**src/rtl/cpt_pkg.sv**
```systemverilog
// ----------------------------------------------------------------------------
// cpt_pkg
// Shared types, constants and helper functions of the convex polygon point
// test block.
// ----------------------------------------------------------------------------
package cpt_pkg;

	localparam int MAX_VERTICES = 1024;
	localparam int ADDR_W       = $clog2(MAX_VERTICES);
	localparam int IDX_W        = 10;
	localparam int COORD_W      = 31;
	localparam int DIFF_W       = COORD_W + 1;
	localparam int PROD_W       = 2 * DIFF_W;
	localparam int VC_W         = 11;
	localparam int TALLY_W      = 32;
	localparam int CFG_IDX_W    = 1;
	localparam int CFG_DATA_W   = 32;
	localparam int TRI_STEPS    = 6;
	localparam int STEP_W       = $clog2(TRI_STEPS);
	localparam int MIN_VERTICES = 3;

	localparam logic [TALLY_W-1:0] TALLY_MAX = '1;

	typedef enum logic [1:0] {
		OP_LOAD  = 2'd0,
		OP_QUERY = 2'd1,
		OP_CLEAR = 2'd2
	} op_t;

	typedef enum logic [CFG_IDX_W-1:0] {
		REG_VERTEX_COUNT  = 1'b0,
		REG_NEEDED_INSIDE = 1'b1
	} reg_idx_t;

	typedef enum logic [1:0] {
		SG_ZERO = 2'b00,
		SG_POS  = 2'b01,
		SG_NEG  = 2'b10
	} sign_t;

	typedef logic [ADDR_W-1:0]         addr_t;
	typedef logic signed [COORD_W-1:0] coord_t;
	typedef logic signed [DIFF_W-1:0]  diff_t;

	typedef struct packed {
		coord_t x;
		coord_t y;
	} vertex_t;

	typedef struct packed {
		logic    we;
		addr_t   addr;
		vertex_t data;
	} mem_wr_t;

	typedef struct packed {
		logic  start;
		diff_t ax;
		diff_t ay;
		diff_t bx;
		diff_t by;
	} xreq_t;

	typedef struct packed {
		logic  done;
		sign_t sgn;
	} xrsp_t;

	function automatic diff_t coord_diff(coord_t a, coord_t b);
		return DIFF_W'(a) - DIFF_W'(b);
	endfunction

	function automatic sign_t sign_flip(sign_t s);
		sign_t r;
		case (s)
			SG_POS:  r = SG_NEG;
			SG_NEG:  r = SG_POS;
			default: r = SG_ZERO;
		endcase
		return r;
	endfunction

	// True when the product of two signs is not negative.
	function automatic logic sign_agree(sign_t a, sign_t b);
		return (a == SG_ZERO) || (b == SG_ZERO) || (a == b);
	endfunction

endpackage

```
**src/rtl/cpt_cross_unit.sv**
```systemverilog
// ----------------------------------------------------------------------------
// cpt_cross_unit
// Sign of ax*by - bx*ay, computed with one shared multiplier that forms the
// two products one after the other; the sign is presented with a one-cycle done pulse.
// ----------------------------------------------------------------------------
module cpt_cross_unit (
	input  logic           clk,
	input  logic           arst_n,
	input  cpt_pkg::xreq_t req,
	output cpt_pkg::xrsp_t rsp
);

	typedef enum logic [3:0] {
		PH_IDLE = 4'b0001,
		PH_MULP = 4'b0010,
		PH_MULQ = 4'b0100,
		PH_CMP  = 4'b1000
	} phase_t;

	phase_t                              phase_q;
	cpt_pkg::diff_t                      ax_q, ay_q, bx_q, by_q;
	cpt_pkg::diff_t                      mul_a, mul_b;
	logic signed [cpt_pkg::PROD_W-1:0]   prod;
	logic signed [cpt_pkg::PROD_W-1:0]   p_q, q_q;
	logic                                done_q;
	cpt_pkg::sign_t                      sgn_q;

	always_comb begin
		if (phase_q == PH_MULP) begin
			mul_a = ax_q;
			mul_b = by_q;
		end else begin
			mul_a = bx_q;
			mul_b = ay_q;
		end
		prod = cpt_pkg::PROD_W'(mul_a) * cpt_pkg::PROD_W'(mul_b);
	end

	always_ff @(posedge clk or negedge arst_n) begin
		if (!arst_n) begin
			phase_q <= PH_IDLE;
			done_q  <= 1'b0;
		end else begin
			done_q <= (phase_q == PH_CMP);
			case (phase_q)
				PH_IDLE: begin
					if (req.start) begin
						phase_q <= PH_MULP;
					end
				end
				PH_MULP: phase_q <= PH_MULQ;
				PH_MULQ: phase_q <= PH_CMP;
				PH_CMP: begin
					phase_q <= PH_IDLE;
				end
				default: phase_q <= PH_IDLE;
			endcase
		end
	end

	always_ff @(posedge clk) begin
		if (phase_q == PH_IDLE && req.start) begin
			ax_q <= req.ax;
			ay_q <= req.ay;
			bx_q <= req.bx;
			by_q <= req.by;
		end
		if (phase_q == PH_MULP) begin
			p_q <= prod;
		end
		if (phase_q == PH_MULQ) begin
			q_q <= prod;
		end
		if (phase_q == PH_CMP) begin
			if (p_q > q_q) begin
				sgn_q <= cpt_pkg::SG_POS;
			end else if (p_q < q_q) begin
				sgn_q <= cpt_pkg::SG_NEG;
			end else begin
				sgn_q <= cpt_pkg::SG_ZERO;
			end
		end
	end

	assign rsp.done = done_q;
	assign rsp.sgn  = sgn_q;

endmodule

```
**config.mk**
```make
export PLATFORM = sky130hd
export DESIGN_NAME = cpt_cross_unit
export DESIGN_NICKNAME = d
export VERILOG_FILES = /design/src/rtl/cpt_pkg.sv /design/src/rtl/cpt_cross_unit.sv
export SDC_FILE = /design/constraint.sdc
export NUM_CORES = 2
export LEC_CHECK = 0
export ABC_AREA = 0
export BUFFER_PORTS_ARGS = -buffer_cell sky130_fd_sc_hd__clkbuf_2
export CORE_MARGIN = 2
export CORE_UTILIZATION = 50
export DETAILED_ROUTE_END_ITERATION = 8
export PLACE_DENSITY_LB_ADDON = 0.3
export SYNTH_ARGS = -nofsm -noshare
export SYNTH_HDL_FRONTEND = slang
export SYNTH_SLANG_ARGS = --single-unit
```
**constraint.sdc**
```tcl
create_clock -name clk -period 14.74 [get_ports clk]
set_clock_uncertainty 0.2 [all_clocks]
set_input_delay 2.211 -clock clk [delete_from_list [all_inputs] [get_ports clk]]
set_output_delay 2.211 -clock clk [all_outputs]
set_load 0.02 [all_outputs]
```
Yosys cells after proc, flatten, opt, wreduce, memory -nomap -nowiden
Cells that the tools add are included.

cells by class
  multiplexer cells = 5
  eq/ne operators = 5
  magnitude comparators = 2
  multipliers = 1
  reductions and logical operators = 1

operators with widths
  cell                                                                   count
  64-bit greater-than comparator                                         1
  64-bit < comparator                                                    1
  32-bit by 32-bit multiplier with 64-bit output                         1
  32-bit two-way mux                                                     2
  4-bit one-hot mux with 3 select lines                                  1
  4-bit by 1-bit equality test with 1-bit output, second input constant  1
  4-bit by 2-bit equality test with 1-bit output, second input constant  1
  4-bit by 3-bit equality test with 1-bit output, second input constant  1
  4-bit equality test, second input constant                             1
  4-bit two-way mux                                                      1
  2-bit two-way mux                                                      1
  2-bit inequality test, second input constant                           1
  1-bit logical AND                                                      1

storage, ports and cells
  bits of input ports = 131
  output and inout bits = 3
  flip-flop bits (word level) = 263
  logic and storage cells = 23

Logic depth before layout (Yosys ltp)
  depth after elaboration = 3
  gate-level depth with buffers = 34
  gate-level depth less buffers = 29

Least setup slack after synthesis
Ideal clock, no wire load.

  kind = register to register
  start point = reg phase_q[0]
  end point = reg p_q[63] (netlist bit) (data pin)
  arrival = 9787 ps
  path slack = 4526 ps
  data required time = 14313 ps
  cell stages (with the launch flop) = 30
  clock period less this slack = 10214 ps
  buffers on the path = 5
  library setup time = 227 ps
  path through = dfstp_2 > clkbuf_1 > nor3_1 > clkbuf_1 > clkbuf_1 > buf_2 > mux2i_1 > nor2_1 > fa_1 > fa_1 > fa_1 > fa_1 > inv_1 > fa_1 > inv_1 > fa_1 > inv_1 > fa_1 > inv_1 > fa_1 > ha_1 > clkbuf_1 > a21o_1 > a211oi_1 > a211oi_1 > a21boi_0 > or3_1 > o21ai_1 > mux2i_1 > a2111oi_1

between the ends
  cells in the longest elaborated chain, start to end = 3
  elaborated cells between the ends (all ways) = 4
  those cells by class = mul: 1; eq/ne: 1; mux: 2

ends and longest elaborated chain
  what                                                RTL line              text
  start, declared                                     cpt_cross_unit.sv:20  phase_t phase_q;
  start signal, assigned                              cpt_cross_unit.sv:41  phase_q <= PH_IDLE;
  start signal, assigned                              cpt_cross_unit.sv:48  phase_q <= PH_MULP;
  start signal, assigned                              cpt_cross_unit.sv:51  PH_MULP: phase_q <= PH_MULQ;
  4-bit by 2-bit equality test with 1-bit output (*)  cpt_cross_unit.sv:29  if (phase_q == PH_MULP) begin
  32-bit two-way mux                                  cpt_cross_unit.sv:29
  32-bit by 32-bit multiplier with 64-bit output (*)  cpt_cross_unit.sv:36  prod = cpt_pkg::PROD_W'(mul_a) * cpt_pkg::PROD_W'(mul_b);
  named net prod (one bit)                            cpt_cross_unit.sv:23  logic signed [cpt_pkg::PROD_W-1:0] prod;
  end signal, assigned                                cpt_cross_unit.sv:69  p_q <= prod;
  end, declared                                       cpt_cross_unit.sv:24  logic signed [cpt_pkg::PROD_W-1:0] p_q, q_q;

The timed path passes the listed nets; every way through them passes the cells marked *.
A chain may end at the register's enable or synchronous reset.

Worst setup path after layout
  start point = reg phase_q[2]
  end point = reg q_q[63] (netlist bit) (data pin)

between the ends
  cells in the longest elaborated chain, start to end = 3
  elaborated cells between the ends (all ways) = 4
  those cells by class = mul: 1; eq/ne: 1; mux: 2

ends and longest elaborated chain
  what                                                RTL line              text
  4-bit by 2-bit equality test with 1-bit output (*)  cpt_cross_unit.sv:29
  32-bit two-way mux                                  cpt_cross_unit.sv:29
  32-bit by 32-bit multiplier with 64-bit output (*)  cpt_cross_unit.sv:36
  named net prod (one bit)                            cpt_cross_unit.sv:23
  end signal, assigned                                cpt_cross_unit.sv:72  q_q <= prod;
  end, declared                                       cpt_cross_unit.sv:24

Marked as above.

==> impl_metrics.ini <==
[synthesis]
async_flop_share = 0.01901
ys_seq_area_frac = 0.1727
synth_warnings = 0
synth_seq_cells = 263
synth_flop_cell = edfxtp_1
netlist_area_um2 = 45600
synth_nets = 5912
synth.distinct_cells = 68
postSynthAreaPerCell_um2 = 10.25
netlist_instances = 4451
synth_edf_count = 258

[placed_design]
hpwl_um = 102400
place.gp.congestion = 0.9935
portBuffers = 133

[clock_tree]
numCtsBuffers = 30
post_cts_resized = 0
clockBufferDepth = 3
cts_setup_buffers = 0
cts_tree = done
cts-root-buf = clkbuf_16
postCtsHoldBufs = 0
cts-htree-levels = 1
cts_sinks = 263
clock_latency_ns = 0.61
clk_pin_slew_ns = 0.06

[die]
pin_count = 134
initial_core_util = 0.5058
die_h_um = 306.0
core-area_um2 = 90150
rows = 110
dieArea_um2 = 93630
die_w_um = 306.0

[timing]
slew_headroom = 0.06625
fmax_mhz = 91.74
hold_viol_final = 0
slew_violations = 0
setup_tns_ns = 0
worstMarginPinSlew_ns = 1.362
fin_crit_sh = 0.7395
setup_viol = 0
period_needed_ns = 10.90
rsz0062_at_grt = no

[grt]
grt.overflow.total = 0
grt_first_pass_wirelength_um = 202500
track_usage = 0.2901
grt_pass1_vias = 35570
antenna_found_initial = 2
grt_max_degree = 116

[cells_and_area]
fill_cells = 7903
fin_util = 0.5405
drive_above_1_share = 0.07609
nNetsFinal = 5971
synthToLayoutAreaGrowth_pct = 6.859

[critical_path]
crit_fanout = 115
critPathMostFrequentCell = fa_1
crit_buf_inv = 7
crit_family = adder cells
slowest_stage = fa_1
slowest_delay_ns = 1.00
worst_ep_arrival_time_ns = 11.05
crit_path_end_kind = flip-flop
required_ns = 14.89
criticalPathCategory = reg2reg
setup.worst_path.start_class = flip-flop

[route]
via_per_inst = 5.603
ant_nets = 0
drc = 0
wl_per_cell_um = 22.73
vias = 32000
drtIter0Drc = 2728
wl_um = 129800
first_pass_iters = 6

[min_path]
hold_class = reg2reg

[job]
cap_violations = 0

[run_status]
status = complete, no violations
==> per-stage QoR <==
| step | std cells | hold slack (ns) | setup WS [ns] | cell area, um^2 |
|---|---|---|---|---|
| after floorplan | 4451 | 0.2814 | 4.526 | 45600 |
| after global placement | 5654 | 0.3363 | 4.121 | 47760 |
| after detailed placement | 5654 | 0.3575 | 3.924 | 47760 |
| after CTS | 5710 | 0.3641 | 3.900 | 48730 |
| after global routing | 5710 | 0.3820 | 3.308 | 48730 |
| final | 5711 | 0.3495 | 3.839 | 48730 |
==> worst paths after layout <==
check                                  startpoint                     end  slack, ns  cells past startpoint
min in group asynchronous                  arst_n        done_q$_DFF_PN0_       1.24                      1
hold / removal             phase_q[1]$_DFFE_PN0P_        done_q$_DFF_PN0_       0.35                      1
max in group asynchronous                  arst_n  phase_q[0]$_DFFE_PN1P_      12.88                      1
setup / recovery           phase_q[2]$_DFFE_PN0P_       q_q[63]$_DFFE_PP_       3.84                     28
setup reg to reg           phase_q[2]$_DFFE_PN0P_       q_q[63]$_DFFE_PP_       3.84                     28
hold reg to reg            phase_q[1]$_DFFE_PN0P_        done_q$_DFF_PN0_       0.35                      1
==> area by class of cell <==
cell class / count / area [um^2] / area share
multi-input combinational: 2988 / 33400 / 0.6853
sequential: 263 / 7874 / 0.1616
inverter: 1031 / 3870 / 0.07942
tap: 1176 / 1471 / 0.03020
timing repair buffer: 196 / 1151 / 0.02362
clock buffer: 45 / 858.3 / 0.01761
clock inverter: 11 / 106.4 / 0.002183
antenna: 1 / 2.502 / 0.00005135
==> worst register-to-register path: cells and delay by family (launching register included) <==
family                   cells  cell delay, ns
AO/OA/AOI/OAI                6            1.46
AND/OR/NAND/NOR              4            0.88
multiplexers                 2            0.99
buffers and inverters        7            1.52
adder cells (fa/ha/maj)      9            5.20
flip-flops                   1            0.40
==> sequential cells by signal, summed over array words and instances (netlist names) <==
name / cells
ax_q: 32
phase_q: 4
q_q: 64
p_q: 64
by_q: 32
ay_q: 32
done_q: 1
bx_q: 32
sgn_q: 2
==> cells in the mapped netlist, drive strengths merged (26+ instances only) <==
library cell,instances,area [um^2]
ha,248,3103
edfxtp,258,7747
clkbuf,143,536.8
nor2,571,2143
inv,1030,3866
mux2i,66,660.6
a21oi,72,364.1
xnor2,48,420.4
fa,1082,21660
nand2,532,1997
buf,26,112.6
mux2,61,686.9
a21o,54,405.4
o21ai,37,185.2
==> cells by family (layout without fill, tap and decap cells) <==
kind of cell	count (synthesis)	after routing	synth area share
AND/OR/NAND/NOR	1212	1212	0.1057
AO/OA/AOI/OAI	248	248	0.03633
buffers and inverters	1200	1283	0.09911
multiplexers	127	127	0.02955
XOR/XNOR	71	71	0.01364
other	0	1	0
flip-flops	263	263	0.1727
adder cells (fa/ha/maj)	1330	1330	0.5430
==> metal layers <==
metal / wire length (um) / global-route usage
met1: 44240 / 0.3309
met2: 60920 / 0.4782
met3: 13100 / 0.07631
met4: 11590 / 0.2022
met5: 0 / 0
==> cells in the final DEF, fill, tap and decap left out, types with 9 or more instances in the layout <==
cell type and instances:
a21oi_1 71, nor2_1 570, nand4_1 24, nor3_1 14
o21bai_1 9, clkbuf_16 31, inv_1 1030, edfxtp_1 258
a31oi_1 17, xnor2_1 48, nand3_1 16, mux2i_2 22
mux2i_1 37, xor2_1 23, o21ai_0 35, ha_1 248
buf_4 62, clkbuf_1 11, clkbuf_2 133, a21o_1 54
mux2_2 61, nor2b_1 13, nand2_1 532, fa_1 1082
o21a_1 9
Power is not shown: default switching activity piles up to over one toggle a cycle in this logic, so the estimate is an artifact.
