===== src/rtl/cpt_pkg.sv =====
// ----------------------------------------------------------------------------
// cpt_pkg
// Shared types, constants and helper functions of the convex polygon point
// test block.
// ----------------------------------------------------------------------------
package cpt_pkg;

	localparam int MAX_VERTICES = 1024;
	localparam int ADDR_W       = $clog2(MAX_VERTICES);
	localparam int IDX_W        = 10;
	localparam int COORD_W      = 31;
	localparam int DIFF_W       = COORD_W + 1;
	localparam int PROD_W       = 2 * DIFF_W;
	localparam int VC_W         = 11;
	localparam int TALLY_W      = 32;
	localparam int CFG_IDX_W    = 1;
	localparam int CFG_DATA_W   = 32;
	localparam int TRI_STEPS    = 6;
	localparam int STEP_W       = $clog2(TRI_STEPS);
	localparam int MIN_VERTICES = 3;

	localparam logic [TALLY_W-1:0] TALLY_MAX = '1;

	typedef enum logic [1:0] {
		OP_LOAD  = 2'd0,
		OP_QUERY = 2'd1,
		OP_CLEAR = 2'd2
	} op_t;

	typedef enum logic [CFG_IDX_W-1:0] {
		REG_VERTEX_COUNT  = 1'b0,
		REG_NEEDED_INSIDE = 1'b1
	} reg_idx_t;

	typedef enum logic [1:0] {
		SG_ZERO = 2'b00,
		SG_POS  = 2'b01,
		SG_NEG  = 2'b10
	} sign_t;

	typedef logic [ADDR_W-1:0]         addr_t;
	typedef logic signed [COORD_W-1:0] coord_t;
	typedef logic signed [DIFF_W-1:0]  diff_t;

	typedef struct packed {
		coord_t x;
		coord_t y;
	} vertex_t;

	typedef struct packed {
		logic    we;
		addr_t   addr;
		vertex_t data;
	} mem_wr_t;

	typedef struct packed {
		logic  start;
		diff_t ax;
		diff_t ay;
		diff_t bx;
		diff_t by;
	} xreq_t;

	typedef struct packed {
		logic  done;
		sign_t sgn;
	} xrsp_t;

	function automatic diff_t coord_diff(coord_t a, coord_t b);
		return DIFF_W'(a) - DIFF_W'(b);
	endfunction

	function automatic sign_t sign_flip(sign_t s);
		sign_t r;
		case (s)
			SG_POS:  r = SG_NEG;
			SG_NEG:  r = SG_POS;
			default: r = SG_ZERO;
		endcase
		return r;
	endfunction

	// True when the product of two signs is not negative.
	function automatic logic sign_agree(sign_t a, sign_t b);
		return (a == SG_ZERO) || (b == SG_ZERO) || (a == b);
	endfunction

endpackage


===== src/rtl/cpt_stream_if.sv =====
// ----------------------------------------------------------------------------
// cpt_in_if / cpt_out_if
// Valid/ready channels that carry the input words and the result words.
// ----------------------------------------------------------------------------
interface cpt_in_if;
	logic                         valid;
	logic                         ready;
	logic [1:0]                   op;
	logic [cpt_pkg::IDX_W-1:0]    vertex_index;
	logic signed [cpt_pkg::COORD_W-1:0] coord_x;
	logic signed [cpt_pkg::COORD_W-1:0] coord_y;

	modport source (output valid, op, vertex_index, coord_x, coord_y, input ready);
	modport sink (input valid, op, vertex_index, coord_x, coord_y, output ready);
endinterface

interface cpt_out_if;
	logic                        valid;
	logic                        ready;
	logic                        is_inside;
	logic [cpt_pkg::TALLY_W-1:0] inside_count;
	logic                        enough;

	modport source (output valid, is_inside, inside_count, enough, input ready);
	modport sink (input valid, is_inside, inside_count, enough, output ready);
endinterface


===== src/rtl/cpt_ctrl.sv =====
// ----------------------------------------------------------------------------
// cpt_ctrl
// Sequencer: takes input words, writes the vertex table, runs the fan
// search and the two angle tests, keeps the inside count and holds the
// result word.
// ----------------------------------------------------------------------------
module cpt_ctrl (
	input  logic                           clk,
	input  logic                           arst_n,
	cpt_in_if.sink                         in_ch,
	cpt_out_if.source                      out_ch,
	input  logic [cpt_pkg::VC_W-1:0]       vertex_count,
	input  logic [cpt_pkg::TALLY_W-1:0]    needed_inside,
	output cpt_pkg::mem_wr_t               mem_wr,
	output cpt_pkg::addr_t                 mem_raddr,
	input  cpt_pkg::vertex_t               mem_rdata,
	output cpt_pkg::xreq_t                 xreq,
	input  cpt_pkg::xrsp_t                 xrsp
);

	typedef enum logic [9:0] {
		ST_IDLE   = 10'b0000000001,
		ST_WAIT0  = 10'b0000000010,
		ST_SEARCH = 10'b0000000100,
		ST_MIDW   = 10'b0000001000,
		ST_XWAIT  = 10'b0000010000,
		ST_GETB   = 10'b0000100000,
		ST_GETC   = 10'b0001000000,
		ST_TRI    = 10'b0010000000,
		ST_TWAIT  = 10'b0100000000,
		ST_FIN    = 10'b1000000000
	} state_t;

	state_t                          state_q;
	cpt_pkg::addr_t                  lo_q, hi_q, mid_q;
	logic [cpt_pkg::STEP_W-1:0]      k_q;
	cpt_pkg::sign_t                  sg_q [cpt_pkg::TRI_STEPS];
	logic [cpt_pkg::TALLY_W-1:0]     tally_q;
	logic                            out_valid_q;
	logic                            out_inside_q;
	logic [cpt_pkg::TALLY_W-1:0]     out_count_q;
	logic                            out_enough_q;
	cpt_pkg::coord_t                 px_q, py_q, ox_q, oy_q, bx_q, by_q, cx_q, cy_q;

	logic                            in_fire;
	logic                            fin_go;
	logic                            is_in;
	logic [cpt_pkg::TALLY_W-1:0]     tally_next;
	logic [cpt_pkg::VC_W-1:0]        n_clamped;
	logic [cpt_pkg::ADDR_W:0]        mid_sum;
	cpt_pkg::addr_t                  mid_next;
	cpt_pkg::diff_t                  p1x, p1y, a1x, a1y, b1x, b1y;
	cpt_pkg::diff_t                  p2x, p2y, a2x, a2y, b2x, b2y;

	assign in_ch.ready = (state_q == ST_IDLE);
	assign in_fire     = in_ch.valid && in_ch.ready;
	assign fin_go      = !out_valid_q || out_ch.ready;

	assign mem_wr.we   = in_fire && (in_ch.op == cpt_pkg::OP_LOAD)
		&& (32'(in_ch.vertex_index) < cpt_pkg::MAX_VERTICES);
	assign mem_wr.addr = cpt_pkg::ADDR_W'(in_ch.vertex_index);
	assign mem_wr.data = '{x: in_ch.coord_x, y: in_ch.coord_y};

	always_comb begin
		if (vertex_count < cpt_pkg::VC_W'(cpt_pkg::MIN_VERTICES)) begin
			n_clamped = cpt_pkg::VC_W'(cpt_pkg::MIN_VERTICES);
		end else if (32'(vertex_count) > cpt_pkg::MAX_VERTICES) begin
			n_clamped = cpt_pkg::VC_W'(cpt_pkg::MAX_VERTICES);
		end else begin
			n_clamped = vertex_count;
		end
	end

	always_comb begin
		mid_sum  = {1'b0, lo_q} + {1'b0, hi_q};
		mid_next = mid_sum[cpt_pkg::ADDR_W:1];
		case (state_q)
			ST_SEARCH: mem_raddr = (lo_q == hi_q) ? lo_q : mid_next;
			ST_GETB:   mem_raddr = lo_q - cpt_pkg::addr_t'(1);
			default:   mem_raddr = '0;
		endcase
	end

	// Triangle corners: o is vertex 0, b the found vertex, c the one before it.
	always_comb begin
		p1x = cpt_pkg::coord_diff(px_q, cx_q);
		p1y = cpt_pkg::coord_diff(py_q, cy_q);
		a1x = cpt_pkg::coord_diff(ox_q, cx_q);
		a1y = cpt_pkg::coord_diff(oy_q, cy_q);
		b1x = cpt_pkg::coord_diff(bx_q, cx_q);
		b1y = cpt_pkg::coord_diff(by_q, cy_q);
		p2x = cpt_pkg::coord_diff(px_q, ox_q);
		p2y = cpt_pkg::coord_diff(py_q, oy_q);
		a2x = cpt_pkg::coord_diff(bx_q, ox_q);
		a2y = cpt_pkg::coord_diff(by_q, oy_q);
		b2x = cpt_pkg::coord_diff(cx_q, ox_q);
		b2y = cpt_pkg::coord_diff(cy_q, oy_q);
	end

	always_comb begin
		xreq.start = (state_q == ST_MIDW) || (state_q == ST_TRI);
		xreq.ax = '0;
		xreq.ay = '0;
		xreq.bx = '0;
		xreq.by = '0;
		case (state_q)
			ST_MIDW: begin
				xreq.ax = p2x;
				xreq.ay = p2y;
				xreq.bx = cpt_pkg::coord_diff(mem_rdata.x, ox_q);
				xreq.by = cpt_pkg::coord_diff(mem_rdata.y, oy_q);
			end
			ST_TRI: begin
				case (k_q)
					3'd0: begin
						xreq.ax = b1x; xreq.ay = b1y; xreq.bx = a1x; xreq.by = a1y;
					end
					3'd1: begin
						xreq.ax = p1x; xreq.ay = p1y; xreq.bx = a1x; xreq.by = a1y;
					end
					3'd2: begin
						xreq.ax = p1x; xreq.ay = p1y; xreq.bx = b1x; xreq.by = b1y;
					end
					3'd3: begin
						xreq.ax = b2x; xreq.ay = b2y; xreq.bx = a2x; xreq.by = a2y;
					end
					3'd4: begin
						xreq.ax = p2x; xreq.ay = p2y; xreq.bx = a2x; xreq.by = a2y;
					end
					3'd5: begin
						xreq.ax = p2x; xreq.ay = p2y; xreq.bx = b2x; xreq.by = b2y;
					end
					default: begin
						xreq.ax = '0;
					end
				endcase
			end
			default: begin
				xreq.ax = '0;
			end
		endcase
	end

	always_comb begin
		is_in = cpt_pkg::sign_agree(sg_q[0], sg_q[1])
			&& cpt_pkg::sign_agree(cpt_pkg::sign_flip(sg_q[0]), sg_q[2])
			&& cpt_pkg::sign_agree(sg_q[3], sg_q[4])
			&& cpt_pkg::sign_agree(cpt_pkg::sign_flip(sg_q[3]), sg_q[5]);
		if (is_in && (tally_q != cpt_pkg::TALLY_MAX)) begin
			tally_next = tally_q + cpt_pkg::TALLY_W'(1);
		end else begin
			tally_next = tally_q;
		end
	end

	always_ff @(posedge clk or negedge arst_n) begin
		if (!arst_n) begin
			state_q     <= ST_IDLE;
			tally_q     <= '0;
			out_valid_q <= 1'b0;
			lo_q        <= '0;
			hi_q        <= '0;
			k_q         <= '0;
		end else begin
			if (out_valid_q && out_ch.ready && !(state_q == ST_FIN && fin_go)) begin
				out_valid_q <= 1'b0;
			end
			case (state_q)
				ST_IDLE: begin
					if (in_fire) begin
						case (in_ch.op)
							cpt_pkg::OP_QUERY: begin
								lo_q    <= cpt_pkg::addr_t'(2);
								hi_q    <= cpt_pkg::ADDR_W'(n_clamped - cpt_pkg::VC_W'(1));
								state_q <= ST_WAIT0;
							end
							cpt_pkg::OP_CLEAR: tally_q <= '0;
							default: state_q <= ST_IDLE;
						endcase
					end
				end
				ST_WAIT0: state_q <= ST_SEARCH;
				ST_SEARCH: begin
					if (lo_q == hi_q) begin
						state_q <= ST_GETB;
					end else begin
						state_q <= ST_MIDW;
					end
				end
				ST_MIDW: state_q <= ST_XWAIT;
				ST_XWAIT: begin
					if (xrsp.done) begin
						if (xrsp.sgn == cpt_pkg::SG_NEG) begin
							lo_q <= mid_q + cpt_pkg::addr_t'(1);
						end else begin
							hi_q <= mid_q;
						end
						state_q <= ST_SEARCH;
					end
				end
				ST_GETB: state_q <= ST_GETC;
				ST_GETC: begin
					k_q     <= '0;
					state_q <= ST_TRI;
				end
				ST_TRI: state_q <= ST_TWAIT;
				ST_TWAIT: begin
					if (xrsp.done) begin
						if (k_q == cpt_pkg::STEP_W'(cpt_pkg::TRI_STEPS - 1)) begin
							state_q <= ST_FIN;
						end else begin
							k_q     <= k_q + cpt_pkg::STEP_W'(1);
							state_q <= ST_TRI;
						end
					end
				end
				ST_FIN: begin
					if (fin_go) begin
						tally_q     <= tally_next;
						out_valid_q <= 1'b1;
						state_q     <= ST_IDLE;
					end
				end
				default: state_q <= ST_IDLE;
			endcase
		end
	end

	always_ff @(posedge clk) begin
		if (in_fire) begin
			px_q <= in_ch.coord_x;
			py_q <= in_ch.coord_y;
		end
		if (state_q == ST_WAIT0) begin
			ox_q <= mem_rdata.x;
			oy_q <= mem_rdata.y;
		end
		if (state_q == ST_SEARCH) begin
			mid_q <= mid_next;
		end
		if (state_q == ST_GETB) begin
			bx_q <= mem_rdata.x;
			by_q <= mem_rdata.y;
		end
		if (state_q == ST_GETC) begin
			cx_q <= mem_rdata.x;
			cy_q <= mem_rdata.y;
		end
		if (state_q == ST_TWAIT && xrsp.done) begin
			sg_q[k_q] <= xrsp.sgn;
		end
		if (state_q == ST_FIN && fin_go) begin
			out_inside_q <= is_in;
			out_count_q  <= tally_next;
			out_enough_q <= (tally_next >= needed_inside);
		end
	end

	assign out_ch.valid        = out_valid_q;
	assign out_ch.is_inside    = out_inside_q;
	assign out_ch.inside_count = out_count_q;
	assign out_ch.enough       = out_enough_q;

	a_done_expected: assert property (@(posedge clk) disable iff (!arst_n)
		xrsp.done |-> (state_q == ST_XWAIT || state_q == ST_TWAIT))
		else $error("Cross product finished while no step was waiting for it.");

	a_search_bounds: assert property (@(posedge clk) disable iff (!arst_n)
		(state_q == ST_SEARCH) |-> (lo_q >= cpt_pkg::addr_t'(2) && lo_q <= hi_q))
		else $error("Fan search bounds crossed.");

	a_fin_posts: assert property (@(posedge clk) disable iff (!arst_n)
		(state_q == ST_FIN && fin_go) |=> (out_valid_q && state_q == ST_IDLE))
		else $error("Finished query did not post its result word.");

	a_tally_step: assert property (@(posedge clk) disable iff (!arst_n)
		(state_q == ST_FIN && fin_go) |=>
		(tally_q == $past(tally_q) || tally_q == $past(tally_q) + cpt_pkg::TALLY_W'(1)))
		else $error("Inside count moved by more than one.");

endmodule


===== src/flat_wrapper.sv =====
// flat-port wrapper written by rule: the top's interface ports become plain ports
module cpt_ctrl_flat 
  (clk, arst_n, vertex_count, needed_inside, mem_wr, mem_raddr, mem_rdata, xreq, xrsp, in_ch_valid, in_ch_op, in_ch_vertex_index, in_ch_coord_x, in_ch_coord_y, in_ch_ready, out_ch_valid, out_ch_is_inside, out_ch_inside_count, out_ch_enough, out_ch_ready);
  cpt_in_if in_ch_i ();
  cpt_out_if out_ch_i ();
  input  logic clk;
  input  logic arst_n;
  input  logic [cpt_pkg::VC_W-1:0] vertex_count;
  input  logic [cpt_pkg::TALLY_W-1:0] needed_inside;
  output cpt_pkg::mem_wr_t mem_wr;
  output cpt_pkg::addr_t mem_raddr;
  input  cpt_pkg::vertex_t mem_rdata;
  output cpt_pkg::xreq_t xreq;
  input  cpt_pkg::xrsp_t xrsp;
  input wire logic [$bits(in_ch_i.valid)-1:0] in_ch_valid;
  input wire logic [$bits(in_ch_i.op)-1:0] in_ch_op;
  input wire logic [$bits(in_ch_i.vertex_index)-1:0] in_ch_vertex_index;
  input wire logic [$bits(in_ch_i.coord_x)-1:0] in_ch_coord_x;
  input wire logic [$bits(in_ch_i.coord_y)-1:0] in_ch_coord_y;
  output wire logic [$bits(in_ch_i.ready)-1:0] in_ch_ready;
  output wire logic [$bits(out_ch_i.valid)-1:0] out_ch_valid;
  output wire logic [$bits(out_ch_i.is_inside)-1:0] out_ch_is_inside;
  output wire logic [$bits(out_ch_i.inside_count)-1:0] out_ch_inside_count;
  output wire logic [$bits(out_ch_i.enough)-1:0] out_ch_enough;
  input wire logic [$bits(out_ch_i.ready)-1:0] out_ch_ready;
  assign in_ch_i.valid = in_ch_valid;
  assign in_ch_i.op = in_ch_op;
  assign in_ch_i.vertex_index = in_ch_vertex_index;
  assign in_ch_i.coord_x = in_ch_coord_x;
  assign in_ch_i.coord_y = in_ch_coord_y;
  assign in_ch_ready = in_ch_i.ready;
  assign out_ch_valid = out_ch_i.valid;
  assign out_ch_is_inside = out_ch_i.is_inside;
  assign out_ch_inside_count = out_ch_i.inside_count;
  assign out_ch_enough = out_ch_i.enough;
  assign out_ch_i.ready = out_ch_ready;
  cpt_ctrl u_core (.clk(clk), .arst_n(arst_n), .in_ch(in_ch_i), .out_ch(out_ch_i), .vertex_count(vertex_count), .needed_inside(needed_inside), .mem_wr(mem_wr), .mem_raddr(mem_raddr), .mem_rdata(mem_rdata), .xreq(xreq), .xrsp(xrsp));
endmodule

===== config.mk =====
export PLATFORM = sky130hd
export DESIGN_NAME = cpt_ctrl_flat
export DESIGN_NICKNAME = d
export VERILOG_FILES = /design/src/rtl/cpt_pkg.sv /design/src/rtl/cpt_stream_if.sv /design/src/rtl/cpt_ctrl.sv /design/src/flat_wrapper.sv
export SDC_FILE = /design/constraint.sdc
export NUM_CORES = 2
export LEC_CHECK = 0
export ABC_AREA = 1
export BUFFER_PORTS_ARGS = -buffer_cell sky130_fd_sc_hd__buf_4
export CAP_MARGIN = 10
export CORE_MARGIN = 1.5
export CORE_UTILIZATION = 45
export CTS_CLUSTER_DIAMETER = 40
export DETAILED_ROUTE_END_ITERATION = 10
export GPL_TIMING_DRIVEN = 0
export PLACE_DENSITY = 0.64
export SYNTH_ARGS = -nofsm -noshare
export SYNTH_HDL_FRONTEND = slang
export SYNTH_SLANG_ARGS = --single-unit

===== constraint.sdc =====
create_clock -name clk -period 7.6 [get_ports clk]
set_clock_uncertainty 0.1 [all_clocks]
set_input_delay 0.38 -clock clk [delete_from_list [all_inputs] [get_ports clk]]
set_output_delay 0.38 -clock clk [all_outputs]
set_load 0.02 [all_outputs]

## Word level (Yosys, flattened, before mapping)

Memory sizes are Yosys's and may differ from the RTL's.
Index checks and enable logic that the tools add are counted.

| operators by class | value |
|---|---|
| reduce and logical (&&, ||, !) cells | 42 |
| equal/unequal tests | 38 |
| magnitude comparators | 3 |
| $add $sub $neg | 20 |
| muxes and demuxes | 41 |

Operators by type and width:

| kind | count |
|---|---|
| $pmux 96 s6 | 1 |
| $sub 31x31->32 | 14 |
| $pmux 96 s2 | 1 |
| $mux 10 | 16 |
| $mux 32 | 4 |
| $pmux 32 s2 | 2 |
| $pmux 32 s4 | 1 |
| $pmux 10 s10 | 1 |
| $pmux 10 s2 | 4 |
| $add 32x1->32 const B | 1 |
| $ge 32x32->1 | 1 |
| $ne 32x32->1 const B | 1 |
| $sub 10x1->10 const B | 2 |
| $logic_not 2->1 | 9 |
| $ne 2x2->1 const B | 8 |
| $reduce_and 5->1 | 3 |
| $add 10x10->11 | 1 |
| $gt 11x11->1 const B | 1 |
| $lt 11x2->1 const B | 1 |
| $add 10x1->10 const B | 1 |
| $eq 10x1->1 const B | 1 |
| $eq 10x10->1 | 1 |
| $eq 10x10->1 const B | 1 |
| $eq 10x2->1 const B | 1 |
| 28 further kinds | 67 |

| word-level totals | value |
|---|---|
| input port bits | 186 |
| memories kept | 1 |
| word-level logic and storage cells | 163 |
| register bits | 358 |
| bits in writable memories | 12 |

Memories:

| memory | words | width | rd ports | clocked after memory_dff | write ports | RTL line | RTL |
|---|---|---|---|---|---|---|---|
| u_core.sg_q | 6 | 2 | 6 | 0 | 1 | cpt_ctrl.sv:37 | `cpt_pkg::sign_t sg_q [cpt_pkg::TRI_STEPS];` |

## Longest topological paths before layout

An unclocked memory read counts as a cell.

| logic depth | value |
|---|---|
| depth in word-level cells | 13 |
| mapped depth | 22 |

## Least setup slack after synthesis

Ideal clock, no wire load.

| path | value |
|---|---|
| path type | flip-flop to flip-flop |
| start point | reg u_core.state_q[3] |
| end point | reg u_core.k_q[1] in the netlist's numbering |
| stages on the path, launching flop included | 8 |
| setup time | 127 ps |
| data arrival time | 5847 ps |
| clock period less this slack | 6074 ps |
| path buffers | 0 |
| setup slack | 1526 ps |
| cells stage by stage | dfrtp_1 -> nor2_1 -> nand2_1 -> nor3_1 -> o21bai_1 -> nand2_1 -> inv_1 -> o21ai_0 |

| between the ends | value |
|---|---|
| longest elaborated chain between the ends | 3 |

RTL lines:

| element | RTL line | RTL |
|---|---|---|
| start, declared | cpt_ctrl.sv:34 | `state_t state_q;` |
| start signal, assigned | cpt_ctrl.sv:158 | `state_q <= ST_IDLE;` |
| start signal, assigned | cpt_ctrl.sv:175 | `state_q <= ST_WAIT0;` |
| start signal, assigned | cpt_ctrl.sv:178 | `default: state_q <= ST_IDLE;` |
| $eq 10x9->1 or $eq 10x7->1 (tied branches) | cpt_ctrl.sv:168 | `case (state_q)` |
| $ne 2x2->1 (no line) or $reduce_bool 2->1 (tied branches) | -- |  |
| $reduce_and 3->1 (no line) | -- |  |
| end signal, assigned | cpt_ctrl.sv:212 | `k_q <= k_q + cpt_pkg::STEP_W'(1);` |
| end, declared | cpt_ctrl.sv:36 | `logic [cpt_pkg::STEP_W-1:0] k_q;` |

Parallel ways exist; a longest one is shown, timed or not.
A chain may end at the register's enable or synchronous reset.

==> results.md <==
* Register area at ~11,000 um^2
* Synth cell types at 58
* Pwr dens at ~160 nW/um^2
* Critical path data required time at 7120 ps
* # Max-Cap Violations at 0
* Post-DRT Antenna Nets at 0
* First-pass GRT wire length at around 370,000 um
* Crit. Startpoint: u_core.k_q[1]
* CP Max Fanout at 8
* Reg-to-Reg End: u_core.out_ch.enough
* Die area at 113,000 um^2
* CTS Buf Count at 73
* Synth-to-layout area growth at 19.2%
* Outcome: finished, final reports clean
* Largest family of logic cells by synthesized area: simple AND/OR/NAND/NOR gates
* Row cnt at 122
* Initial antenna violation count at 20
* Mux cell area share after synthesis at 0%
* Post-synth top flop: edfxtp_1
* Area contributors post-synth: nand2_1, edfxtp_1, ha_1
* Most common cell after layout, fill and taps aside: nand2_1
* Initial DRC count at 6,478
* Skew-Pair Late Insertion Delay at just over 700 ps
* Non-filler cells, final at 10,600
* R2R depth at 18
* CTS clk-pin slew, worst paths at 50 ps
* Syn nets at 9,046
* Total grt overflow at 0
* Die width at 336 um
* GRT Overall Usage at 45.7%
* Die Ht at 336 um
* Post-route clock period utilization at 77.4%
* Critical path class: reg2out
* Via count at 60,600
* CP endpoint kind: primary output
* Routed WL at around 270,000 um
* Cell count after placement at approximately 10,000
* IO Port Bufs at 423
* Starting Density at 45.3%
* Hold path start: vertex_count[6]
* EDFF count, synth at slightly above 300
* Largest net degree at the start of global routing at 67
* Worst hold path endpoint: u_core.hi_q[6]
* Multi-input logic area at 32,900 um^2
* Average cell area after synthesis at ~6 um^2
* Synth area leader: nand2_1
* Max Slew Vio Count at 0
* Worst r2r src: u_core.tally_q[0]
* Via-to-Cell Ratio at ~5.7
* Unrepaired setup endpoints after global routing: no
* Final hold vios at 0
* Max Root-Sink Buffers at 3
* Clock sinks at 370
* Fillcell total at 11,300
* Worst hold path depth at 5
* Post-synthesis adder-cell area fraction at 12.9%
* Synth async-reset ratio at 17.8%
* Simple-Gate Fraction of Synth Area at 39.8%
* HPWL Detailed at ~220,000 um
* CTS tree: done
* Hold Path Class: in2reg
* Fraction of post-synthesis cell area in the top cell type by area at a little under a quarter
* Post-Syn Instances at 8,354
* I/O Pins at roughly 430
* Relative slew slack at under 10%
* Core Region at between 100,000 and 150,000 um^2
* Most frequent cells in the layout: nand2_1, inv_1, nand3_1
* Layout cell share with drive strength beyond 1 at under 10%
* Vias in the first global route at 57,500
* Final GP Congestion at between 1 and 1.5
* LEAKAGE at 31.9 nW
* Cell Area, Synth at roughly 50,000 um^2
* Least-Margin Pin Slew at 1430 ps
* Crit path arrival time at 5400 ps
* Sequential share of the synthesized area at 21.6%
* Max Freq at between 150 and 200 MHz
* Worst setup SP type: register
* CTS root buf: clkbuf_16
* WL/cell at 25.2 um
* Ys Warns at 0
* Post-synthesis compound-gate area fraction at 10.4%
* DRC Markers at 0
* Max IR drop VDD at roughly 230 uV
* H-tree depth at 3
* Final number of setup-violating endpoints at 0
* Core Util, Final at a little over half
* R2R Setup Slk at around 3700 ps
* Tmin final at 5880 ps
* Register bit count reported by yosys at 370
* Detailed-router iteration count before antenna repair at 9
* Xor-xnor portion of the synthesized cell area at 2.73%
* Nets at 9,715
==> repair_timing <==
action                    CTS  global route
hold buffers              132             0
hold endpoints to repair  332             0
buffers inserted            0             0
gates resized for setup     0             0
==> cell type report <==
type | instances | share of cell area (%)
Sequential cell | 370 | 18.1
Timing Repair Buffer | 594 | 8.58
Buffer | 188 | 1.75
Clock inverter | 57 | 1.15
Tap cell | 1488 | 3.13
Antenna cell | 4 | 0.0168
Inverter | 1396 | 8.80
Clock buffer | 79 | 3.16
Multi-Input combinational cell | 6400 | 55.3
==> routing by layer <==
metal	GRT usage, %	share of wire (%)
met5	0	0.045
met2	73.9	44
met1	50.0	35
met3	12.0	11
met4	39.2	9.9
==> cell usage after synthesis (12+ instances only) <==
master and number:
xor2_1 123, buf_2 34, or2_2 46, nor2_1 599, nand3b_1 52, o21a_1 12
o21ai_1 17, o21bai_1 57, nor3_1 105, o211ai_1 12, nand2_1 3073, nand4_1 135
o22ai_1 23, nor4_1 22, ha_1 491, a21oi_1 492, o21ai_0 269, clkbuf_1 76
inv_1 1371, dfrtp_1 65, buf_4 72, and2_1 14, xnor2_1 33, edfxtp_1 304
nand3_1 710, a21o_1 24, inv_2 21, fa_1 15
==> worst max-delay path: stages (launching register included) <==
cell	delay (ps)
dfrtp_1	480
inv_1	120
ha_1	230
nand2_2	260
inv_1	140
nor2_1	700
clkinv_1	690
nand2_1	450
nand2_1	300
inv_2	570
o21ai_0	450
buf_4	280
==> cells by family (layout without fill, tap and decap cells) <==
group | Yosys count | after routing
AND/OR/NAND/NOR | 4785 | 4785
other | 0 | 4
XOR/XNOR | 156 | 156
buffers and inverters | 1584 | 2314
flip-flops | 370 | 370
AO/OA/AOI/OAI | 953 | 953
adder cells (fa/ha/maj) | 506 | 506
==> report_power, final <==
group / switching (mW) / total, mW / internal (mW) / leakage, nW
sequential: 0.127 / 2.50 / 2.37 / 3.65
clock: 1.37 / 3.40 / 2.04 / 1.23
combinational: 2.50 / 3.60 / 1.10 / 27.1
==> sequential cells by signal, summed over array words and instances, names as in the netlist <==
signal	flops
u_core.by_q	31
u_core.k_q	3
u_core.lo_q	10
u_core.sg_q	12
u_core.px_q	31
u_core.out_ch.is_inside	1
u_core.out_ch.valid	1
u_core.state_q	10
u_core.hi_q	10
u_core.mid_q	10
u_core.tally_q	32
u_core.cx_q	31
u_core.py_q	31
u_core.oy_q	31
u_core.out_ch.inside_count	32
u_core.bx_q	31
u_core.cy_q	31
u_core.ox_q	31
u_core.out_ch.enough	1
==> worst max-delay path by stage <==
| stage | to | cells after the start |
|---|---|---|
| final | xreq[115] | 11 |
| after global routing | xreq[26] | 12 |
| after CTS | xreq[26] | 12 |
| after detailed placement | xreq[26] | 12 |
| after global placement | u_core.k_q[1] | 7 |
| after floorplan | u_core.k_q[1] | 7 |
==> metrics by stage <==
stage / power (mW) / worst slack (ps) / instance area (um^2) / hold WS, ps / TNS, ps
after detailed placement: 5.89 / 2910 / 55600 / 384 / 0
final: 9.50 / 1720 / 59600 / 53.6 / 0
after global routing: 9.86 / 1970 / 59500 / 98.2 / 0
after CTS: 9.35 / 2150 / 59500 / 33.0 / 0
after floorplan: 4.65 / 1530 / 50000 / -15.6 / 0
after global placement: 5.84 / -2790 / 55000 / 384 / -291920
No activity file was read; power rests on OpenSTA's default activity.
